--- config.mk ---
export PLATFORM = sky130hd
export DESIGN_NAME = fitch_parsimony_combine_top
export DESIGN_NICKNAME = d
export VERILOG_FILES = /design/src/sv/fpc_pkg.sv /design/src/sv/fitch_parsimony_combine_top.sv
export VERILOG_INCLUDE_DIRS = /design/src /design/src/sv
export SDC_FILE = /design/constraint.sdc
export NUM_CORES = 1
export LEC_CHECK = 0
export ABC_AREA = 1
export BUFFER_PORTS_ARGS = -buffer_cell sky130_fd_sc_hd__buf_2
export CORE_MARGIN = 2
export CORE_UTILIZATION = 64
export DETAILED_ROUTE_END_ITERATION = 10
export PLACE_DENSITY = 0.85
export SYNTH_ARGS = -nofsm -noshare
export SYNTH_HDL_FRONTEND = slang
export SYNTH_SLANG_ARGS = --single-unit
--- constraint.sdc ---
create_clock -name clk -period 9.7 [get_ports clk]
set_input_delay 1.455 -clock clk [delete_from_list [all_inputs] [get_ports clk]]
set_output_delay 1.455 -clock clk [all_outputs]
set_load 0.02 [all_outputs]
--- src/sv/fitch_parsimony_combine_top_assert.svh ---
// assertion macros for the fitch parsimony combine block
`ifndef FITCH_PARSIMONY_COMBINE_TOP_ASSERT_SVH
`define FITCH_PARSIMONY_COMBINE_TOP_ASSERT_SVH

`ifndef SYNTH

// same-cycle implication, checked out of reset
`define FPC_ASSERT_IMP(lbl, clk_s, rst_s, ante, cons) \
  lbl: assert property (@(posedge clk_s) disable iff (!(rst_s)) (ante) |-> (cons)) \
    else $error("fpc assertion failed");

// next-cycle implication, checked out of reset
`define FPC_ASSERT_NXT(lbl, clk_s, rst_s, ante, cons) \
  lbl: assert property (@(posedge clk_s) disable iff (!(rst_s)) (ante) |=> (cons)) \
    else $error("fpc assertion failed");

`else

`define FPC_ASSERT_IMP(lbl, clk_s, rst_s, ante, cons)

`define FPC_ASSERT_NXT(lbl, clk_s, rst_s, ante, cons)

`endif

`endif

--- src/sv/fpc_pkg.sv ---
// shared types and constants for the fitch parsimony combine block
`timescale 1ns / 1ps
`default_nettype none

package fpc_pkg;

  // geometry of one item
  localparam int LANES      = 4;
  localparam int SET_W      = 4;
  localparam int SCORE_W    = 32;
  localparam int COST_W     = 3;
  localparam int STATES_DEF = 4;

  // input item: two child sets per lane, child scores, last flag
  typedef struct packed {
    logic [SET_W-1:0]   left_set_0;
    logic [SET_W-1:0]   left_set_1;
    logic [SET_W-1:0]   left_set_2;
    logic [SET_W-1:0]   left_set_3;
    logic [SET_W-1:0]   right_set_0;
    logic [SET_W-1:0]   right_set_1;
    logic [SET_W-1:0]   right_set_2;
    logic [SET_W-1:0]   right_set_3;
    logic [SCORE_W-1:0] left_subtree_score;
    logic [SCORE_W-1:0] right_subtree_score;
    logic               last_group;
  } in_item_t;

  // result item: parent sets, lane cost, node score on the last group
  typedef struct packed {
    logic [SET_W-1:0]   parent_set_0;
    logic [SET_W-1:0]   parent_set_1;
    logic [SET_W-1:0]   parent_set_2;
    logic [SET_W-1:0]   parent_set_3;
    logic [COST_W-1:0]  group_cost;
    logic [SCORE_W-1:0] node_score;
    logic               done_res;
  } out_item_t;

endpackage

`default_nettype wire

--- src/sv/fitch_parsimony_combine_top.sv ---
// top level of the fitch parsimony combine block
//
//  channel  | ports                          | direction | payload
//  ---------+--------------------------------+-----------+---------------------
//  input    | in_valid, in_ready, in_item    | in        | fpc_pkg::in_item_t
//  result   | out_valid, out_ready, out_item | out       | fpc_pkg::out_item_t
//
// one item per cycle sustained while out_ready holds; an item passes through the input
// register and then the result register, which drives out_valid and out_item.
// the set logic, lane cost count and saturating score adds sit between them.
// rst_n is synchronous and clears the valid flags and the run cost register.
// a stalled result holds its register; the input register keeps accepting
// while it is empty or moving into the result register.
`timescale 1ns / 1ps
`default_nettype none

`include "fitch_parsimony_combine_top_assert.svh"

module fitch_parsimony_combine_top #(
  parameter int STATES = fpc_pkg::STATES_DEF
) (
  input  wire logic               clk,
  input  wire logic               rst_n,
  input  wire logic               in_valid,
  output logic                    in_ready,
  input  wire fpc_pkg::in_item_t  in_item,
  output logic                    out_valid,
  output fpc_pkg::out_item_t      out_item
  ,input wire logic               out_ready
);

  localparam int SW        = fpc_pkg::SET_W;
  localparam int NL        = fpc_pkg::LANES;
  localparam int SCW       = fpc_pkg::SCORE_W;
  localparam int CW        = fpc_pkg::COST_W;
  localparam int MASK_BITS = (STATES < SW) ? STATES : SW;
  localparam logic [SW-1:0] STATE_MASK = {SW{1'b1}} >> (SW - MASK_BITS);

  // input register
  logic                s1_v_r;
  fpc_pkg::in_item_t   s1_item_r;
  logic [SCW:0]        s1_child_sum_r;

  // result register and run cost
  logic                out_v_r;
  fpc_pkg::out_item_t  out_item_r;
  fpc_pkg::out_item_t  out_item_nxt;
  logic [SCW-1:0]      cost_total_r;
  logic [SCW-1:0]      cost_total_nxt;

  logic                adv;
  logic [SW-1:0]       lset   [NL];
  logic [SW-1:0]       rset   [NL];
  logic [SW-1:0]       parent [NL];
  logic [NL-1:0]       lane_cost;
  logic [CW-1:0]       cost;
  logic [SCW:0]        run_sum;
  logic [SCW-1:0]      run;
  logic [SCW+1:0]      score_sum;

  // handshake: result register frees up when empty or taken
  assign adv       = !out_v_r || out_ready;
  assign in_ready  = !s1_v_r || adv;
  assign out_valid = out_v_r;
  assign out_item  = out_item_r;

  // input register, with child score sum formed early
  always_ff @(posedge clk) begin
    if (!rst_n) begin
      s1_v_r <= 1'b0;
    end else if (in_ready) begin
      s1_v_r <= in_valid;
    end
    if (in_valid && in_ready) begin
      s1_item_r      <= in_item;
      s1_child_sum_r <= {1'b0, in_item.left_subtree_score}
                      + {1'b0, in_item.right_subtree_score};
    end
  end

  // lane view of the masked child sets
  always_comb begin
    lset[0] = s1_item_r.left_set_0  & STATE_MASK;
    lset[1] = s1_item_r.left_set_1  & STATE_MASK;
    lset[2] = s1_item_r.left_set_2  & STATE_MASK;
    lset[3] = s1_item_r.left_set_3  & STATE_MASK;
    rset[0] = s1_item_r.right_set_0 & STATE_MASK;
    rset[1] = s1_item_r.right_set_1 & STATE_MASK;
    rset[2] = s1_item_r.right_set_2 & STATE_MASK;
    rset[3] = s1_item_r.right_set_3 & STATE_MASK;
  end

  // per lane: intersection, or union at a cost of one when disjoint
  always_comb begin
    for (int i = 0; i < NL; i++) begin
      if ((lset[i] & rset[i]) != '0) begin
        parent[i]    = lset[i] & rset[i];
        lane_cost[i] = 1'b0;
      end else begin
        parent[i]    = lset[i] | rset[i];
        lane_cost[i] = 1'b1;
      end
    end
  end

  // lane cost count and saturating run and node scores
  always_comb begin
    cost = '0;
    for (int i = 0; i < NL; i++) begin
      cost = cost + CW'(lane_cost[i]);
    end
    run_sum   = {1'b0, cost_total_r} + (SCW + 1)'(cost);
    run       = run_sum[SCW] ? {SCW{1'b1}} : run_sum[SCW-1:0];
    score_sum = {2'b00, run} + {1'b0, s1_child_sum_r};

    out_item_nxt.parent_set_0 = parent[0];
    out_item_nxt.parent_set_1 = parent[1];
    out_item_nxt.parent_set_2 = parent[2];
    out_item_nxt.parent_set_3 = parent[3];
    out_item_nxt.group_cost   = cost;
    out_item_nxt.done_res     = s1_item_r.last_group;
    if (s1_item_r.last_group) begin
      out_item_nxt.node_score = (score_sum[SCW+1:SCW] != 2'b00) ? {SCW{1'b1}}
                                                                : score_sum[SCW-1:0];
      cost_total_nxt          = '0;
    end else begin
      out_item_nxt.node_score = '0;
      cost_total_nxt          = run;
    end
  end

  // result register and run cost accumulator
  always_ff @(posedge clk) begin
    if (!rst_n) begin
      out_v_r      <= 1'b0;
      cost_total_r <= '0;
    end else if (adv) begin
      out_v_r <= s1_v_r;
      if (s1_v_r) begin
        cost_total_r <= cost_total_nxt;
      end
    end
    if (adv && s1_v_r) begin
      out_item_r <= out_item_nxt;
    end
  end

  // checks
  `FPC_ASSERT_IMP(a_cost_range, clk, rst_n, out_v_r, out_item_r.group_cost <= CW'(NL))
  `FPC_ASSERT_IMP(a_score_zero, clk, rst_n, out_v_r && !out_item_r.done_res, out_item_r.node_score == '0)
  `FPC_ASSERT_NXT(a_run_clear, clk, rst_n, adv && s1_v_r && s1_item_r.last_group, cost_total_r == '0)

endmodule

`default_nettype wire
==> results of run 1 <==
through the flow:
step	util, %	area, um^2
6_report	74.27	12890
3_5_place_dp	70.77	12280
4_1_cts	74.27	12890
3_3_place_gp	70.77	12280
5_1_grt	74.27	12890
2_1_floorplan	-	11380
cells by family after synthesis:
logic type      after synthesis  synth area share [%]
compound gates              173                 8.101
fa+ha+maj                    73                 8.288
simple gates                842                 33.85
flops                       152                 37.11
buf+inv                     256                 9.343
xor+xnor                     43                 3.308
worst paths after layout:
check	from	endpoint	slack [ns]
max reg2reg	rset[9]$_DFFE_PP_	out_item[32]$_SDFFCE_PN0P_	2.90
max	rset[9]$_DFFE_PP_	out_item[32]$_SDFFCE_PN0P_	2.90
min	cost_total_r[2]$_SDFFE_PN0P_	cost_total_r[2]$_SDFFE_PN0P_	0.50
min reg2reg	cost_total_r[2]$_SDFFE_PN0P_	cost_total_r[2]$_SDFFE_PN0P_	0.50
layout make-up:
class / count / area (um^2) / share of cell area, %
flip-flops and latches: 152 / 4224 / 32.77
multi-input cells: 1131 / 6106 / 47.36
clock buffers: 17 / 425.4 / 3.300
clock inverters: 15 / 182.7 / 1.417
repair buffers: 157 / 793.3 / 6.154
well taps: 225 / 281.5 / 2.184
inverters: 234 / 878.3 / 6.814
state kept, by name, summed over array words and instances, names as in the netlist:
| name | count |
|---|---|
| out_item | 52 |
| s1_child_sum_r | 33 |
| cost_total_r | 32 |
| lset | 16 |
| rset | 16 |
| out_item_nxt | 1 |
| out_valid | 1 |
| s1_v_r | 1 |
worst max-delay path: cells and delay by family, from the launching register on:
family          cells  cell delay [ns]
buf+inv             6             0.60
simple gates       17             2.72
flops               1             0.40
fa+ha+maj           5             1.86
compound gates      1             0.97
layout by cell type, fill, tap and decap left out, drive strengths merged, types with 17 or more instances in the layout:
master  count
nor3       21
nand2     533
a21oi     118
buf       157
nor2      127
ha         69
xnor2      23
o21ai      35
clkbuf     17
inv       238
nand3     108
xor2       20
dfxtp      34
edfxtp    118
routing by layer:
layer	track usage, %	vias to the layer above	wire [um]
met5	0	-	0
met4	16.15	0	1614
met3	5.776	101	2641
met2	56.14	585	14750
met1	44.88	4896	12980
li1	-	5280	-
power by group:
part	leakage, nW	switching [mW]	total, mW	internal, mW
clock	0.287	0.329	0.679	0.350
sequential	1.41	0.0212	0.782	0.761
combinational	4.64	0.268	0.408	0.140
total	6.33	0.618	1.87	1.25
==> results.sh, run 1 <==
export IMPL_clkTransAtPathRegs_ns=0.08
export IMPL_globalplace_congestion=0.9973
export IMPL_die_area_mm2=0.01887
export IMPL_numPortBuffers=154
export IMPL_coreArea_mm2=0.01736
export IMPL_post_synth_top_count_cell="nand2_1"
export IMPL_wirelength_mm=31.98
export IMPL_synth_top_area_cell="edfxtp_1"
export IMPL_slew_viol_final=0
export IMPL_period_share_pct=70.05
export IMPL_startpoint_type="register"
export IMPL_dp_final_hpwl_mm=25.10
export IMPL_clk_insertion_delay_late_ns=0.44
export IMPL_p_leak_nw=6.335
export IMPL_initial_utilization_pct=65.59
export IMPL_post_place_ws_ns=3.046
export IMPL_cts_tree="yes"
export IMPL_syn_to_final_growth_pct=13.24
export IMPL_holdCritPathClass="reg2reg"
export IMPL_worstRegToRegCells=29
export IMPL_yosysUniqueCellTypes=45
export IMPL_seq_area_frac_synth_pct=37.11
export IMPL_rsz0062_at_grt="no"
export IMPL_grt_ovfl_total=0
export IMPL_cts_hold_buffers_added=0
export IMPL_yosysWarningCount=0
export IMPL_syn_nets=1713
export IMPL_rows=48
export IMPL_drc=0
export IMPL_cts_sinks=152
export IMPL_grt_max_degree=67
export IMPL_routed_via_count=10860
export IMPL_cts_resized=0
export IMPL_powerDensity_mw_per_mm2=144.9
export IMPL_peakVddDrop_mv=0.1423
export IMPL_hold_worst_slack_ns=0.4971
export IMPL_cp_max_fo=32
export IMPL_grt_antenna_before_repair=0
export IMPL_hold_depth=2
export IMPL_pin_count=155
export IMPL_die_width_um=137.4
export IMPL_slew_headroom_pct=16.35
export IMPL_cts_post_setup_buffers_inserted=0
export IMPL_die_y_um=137.4
export IMPL_arrival_ns=6.99
export IMPL_tightest_slew_ns=1.252
export IMPL_drt_iter0_drc=1132
export IMPL_synth_area_per_cell_um2=7.397
export IMPL_cts_made_buffers=17
export IMPL_wire_per_inst_um=16.56
export IMPL_hold_violations=0
export IMPL_maxCapViolCount=0
export IMPL_synth_area_mm2=0.01138
export IMPL_power_mw=1.868
export IMPL_yosys_area_top_type_share_pct=31.13
export IMPL_yosys_top_cells_count="nand2_1 (515), inv_1 (220), nor2_1 (119)"
export IMPL_crit_top_cell="nand2_1"
export IMPL_synth_edf_count=118
export IMPL_nNetsFinal=1867
export IMPL_diodes=0
export IMPL_finalSetupViolCount=0
export IMPL_tns_ns=0
export IMPL_cp_end_kind="register"
export IMPL_skew_ns=0.01548
export IMPL_root_buffer="clkbuf_16"
export IMPL_final_cell_count_no_fill=1931
export IMPL_min_period_ns=6.795
export IMPL_synthCells=1539
export IMPL_ys_async_sr_fraction_pct=0
export IMPL_slowest_stage="a21oi_4"
export IMPL_max_freq_mhz=147.2
export IMPL_cts_htree_levels=4
export IMPL_synthFlopType="edfxtp_1"
export IMPL_worst_slack_ns=2.905
export IMPL_status="completed"
export IMPL_grt_pass1_vias=10000
export IMPL_dp_cells=1899
export IMPL_grtUsageTotal_pct=34.48
export IMPL_max_stage_delay_ns=0.97
export IMPL_drt_pass1_iterations=8
export IMPL_synth_area_leaders="edfxtp_1 (31%), nand2_1 (17%), ha_1 (7.6%), inv_1 (7.3%), dfxtp_1 (6.0%)"
export IMPL_viasPerCell=5.625
export IMPL_fillers=1321
export IMPL_worstPathRequired_ns=9.90
export IMPL_ctsLongestPathBuffers=2
export IMPL_ant_nets=0
export IMPL_grt_pass1_wl_mm=49.88
export IMPL_synth_seq_cells=152
export IMPL_worstSetupPathType="reg2reg"
export IMPL_drive_gt1_share_pct=17.41
(Power assumes the default switching activity.)
==> run 2, diff against run 1 <==
Settings changed: CORE_UTILIZATION 64 to 59, PLACE_DENSITY 0.85 to 0.8.
Clock period 9.7 ns to 6.55 ns, I/O delays scaled along.
==> run 2 against run 1 <==
Net effect:
- clock power rose by 50%
- combinational power rose by 43%
- critical path depth grew 3
- worst hold slack lost 0.0062 ns
- clock-buffer cell count did not move
- utilization is 5.4 points lower
- setup slack worse by 2.3 ns
- sequential share of layout area fell by 0.20 points
- total power grew 48%
- maximum frequency grew 14%
- flip-flop and latch count stayed put
- highest routed layer unchanged
==> results.sh, run 2 (same netlist as run 1, synthesis figures left out) <==
export IMPL_status="completed"
export IMPL_slew_headroom_pct=29.09
export IMPL_cts_sinks=152
export IMPL_wirelength_mm=28.72
export IMPL_cts_post_setup_buffers_inserted=0
export IMPL_syn_to_final_growth_pct=13.94
export IMPL_slowest_stage="fa_1"
export IMPL_cts_hold_buffers_added=0
export IMPL_power_mw=2.756
export IMPL_finalSetupViolCount=0
export IMPL_grt_antenna_before_repair=0
export IMPL_dp_final_hpwl_mm=22.74
export IMPL_min_period_ns=5.984
export IMPL_drt_iter0_drc=861
export IMPL_cts_tree="yes"
export IMPL_drc=0
export IMPL_cp_max_fo=32
export IMPL_die_area_mm2=0.02042
export IMPL_mostFrequentLayoutCells="nand2_1 (515), inv_1 (218), buf_2 (154)"
export IMPL_clockPowerShare_pct=36.9
export IMPL_clk_insertion_delay_late_ns=0.43
export IMPL_p_sw_uw=870.2
export IMPL_reg2reg_slack_ns=0.57
export IMPL_ant_nets=0
export IMPL_worstSetupPathType="reg2reg"
export IMPL_cts_made_buffers=17
export IMPL_rows=50
export IMPL_tightest_slew_ns=1.064
export IMPL_wire_per_inst_um=14.60
export IMPL_arrival_ns=6.17
export IMPL_clkTransAtPathRegs_ns=0.08
export IMPL_maxCapViolCount=0
export IMPL_die_y_um=142.9
export IMPL_final_cell_count_no_fill=1968
export IMPL_nNetsFinal=1869
export IMPL_startpoint_type="register"
export IMPL_grt_pass1_wl_mm=45.86
export IMPL_ctsLongestPathBuffers=2
export IMPL_largest_reg_flops=52
export IMPL_rsz0062_at_grt="no"
export IMPL_period_share_pct=91.35
export IMPL_slew_viol_final=0
export IMPL_grt_max_degree=67
export IMPL_grtUsageTotal_pct=28.64
export IMPL_tns_ns=0
export IMPL_globalplace_congestion=1.016
export IMPL_cts_htree_levels=4
export IMPL_initial_utilization_pct=60.45
export IMPL_grt_pass1_vias=9534
export IMPL_worst_slack_ns=0.5663
export IMPL_seqPwrFrac_pct=41.9
export IMPL_holdCritPathClass="reg2reg"
export IMPL_cp_end_kind="register"
export IMPL_root_buffer="clkbuf_16"
export IMPL_post_place_ws_ns=0.6685
export IMPL_p_sw_share_pct=31.58
export IMPL_max_freq_mhz=167.1
export IMPL_cts_resized=0
export IMPL_drt_pass1_iterations=8
export IMPL_skew_ns=0.01123
export IMPL_viasPerCell=5.317
export IMPL_coreArea_mm2=0.01883
export IMPL_dp_cells=1936
export IMPL_worstPathRequired_ns=6.73
export IMPL_combPwrFrac_pct=21.2
export IMPL_crit_top_cell="nand2_1"
export IMPL_die_width_um=142.9
export IMPL_max_stage_delay_ns=0.46
export IMPL_final_common_cell="nand2_1"
export IMPL_diodes=0
export IMPL_powerDensity_mw_per_mm2=212.5
export IMPL_path_buf_inv=8
export IMPL_drive_gt1_share_pct=17.45
export IMPL_peakVddDrop_mv=0.1687
export IMPL_path_delay_family="simple AND/OR/NAND/NOR gates"
export IMPL_grt_ovfl_total=0
export IMPL_numPortBuffers=154
export IMPL_pin_count=155
export IMPL_hold_violations=0
export IMPL_p_leak_nw=6.360
export IMPL_routed_via_count=10460
export IMPL_internal_power_mw=1.886
## run 2: cell types whose count changed in the layout (fill, tap and decap cells not counted), sizes merged
cell      previous run  this run
bufinv               0         1
buf                157       159
inv                238       237
clkinv               8        11
clkinvlp             3         0
## run 2: final cells by class
class                           instances  area, um^2
Inverter                              234       878.3
Sequential cell                       152        4224
Tap cell                              260       325.3
Clock inverter                         15       205.2
Timing Repair Buffer                  159       808.3
Fill cell                            1551        5861
Multi-Input combinational cell       1131        6103
Clock buffer                           17       425.4
## run 2: power by group through the flow
stage	registers (mW)	clock network, mW	logic [mW]
2_1_floorplan	1.19	0	0.394
3_3_place_gp	1.17	0	0.564
3_5_place_dp	1.18	0	0.571
4_1_cts	1.15	1.03	0.578
5_1_grt	1.16	1.07	0.655
6_report	1.16	1.02	0.584
## run 2: worst min-delay path, delay by kind of cell (launching register included)
| family | cells | cell delay (ns) |
|---|---|---|
| flip-flops | 1 | 0.32 |
| AND/OR/NAND/NOR | 1 | 0.07 |
| AO/OA/AOI/OAI | 1 | 0.06 |
## run 2: per-layer routing
layer / GRT usage, % / part of all wire, % / up-vias / wire length [um]
met4: 12.04 / 3.7 / 0 / 1057
met3: 4.259 / 7.5 / 63 / 2147
met5: 0 / 0 / - / 0
met1: 37.78 / 43 / 4653 / 12460
li1: - / - / 5290 / -
met2: 47.14 / 45 / 457 / 13060
## run 2: through the flow
| stage | hold WS [ns] | utilization [%] | instance area, um^2 |
|---|---|---|---|
| floorplan | 0.4206 | - | 11380 |
| detailed placement | 0.4724 | 65.53 | 12340 |
| CTS | 0.4892 | 68.88 | 12970 |
| finish | 0.4909 | 68.88 | 12970 |
| global placement | 0.4626 | 65.53 | 12340 |
| global route | 0.5120 | 68.88 | 12970 |
## run 2: worst paths after layout
| path | from | to | cells past startpoint |
|---|---|---|---|
| max | lset[9]$_DFFE_PP_ | out_item[21]$_SDFFCE_PN0P_ | 32 |
| min | cost_total_r[0]$_SDFFE_PN0P_ | cost_total_r[0]$_SDFFE_PN0P_ | 2 |
| max reg2reg | lset[9]$_DFFE_PP_ | out_item[21]$_SDFFCE_PN0P_ | 32 |
| min reg2reg | cost_total_r[0]$_SDFFE_PN0P_ | cost_total_r[0]$_SDFFE_PN0P_ | 2 |
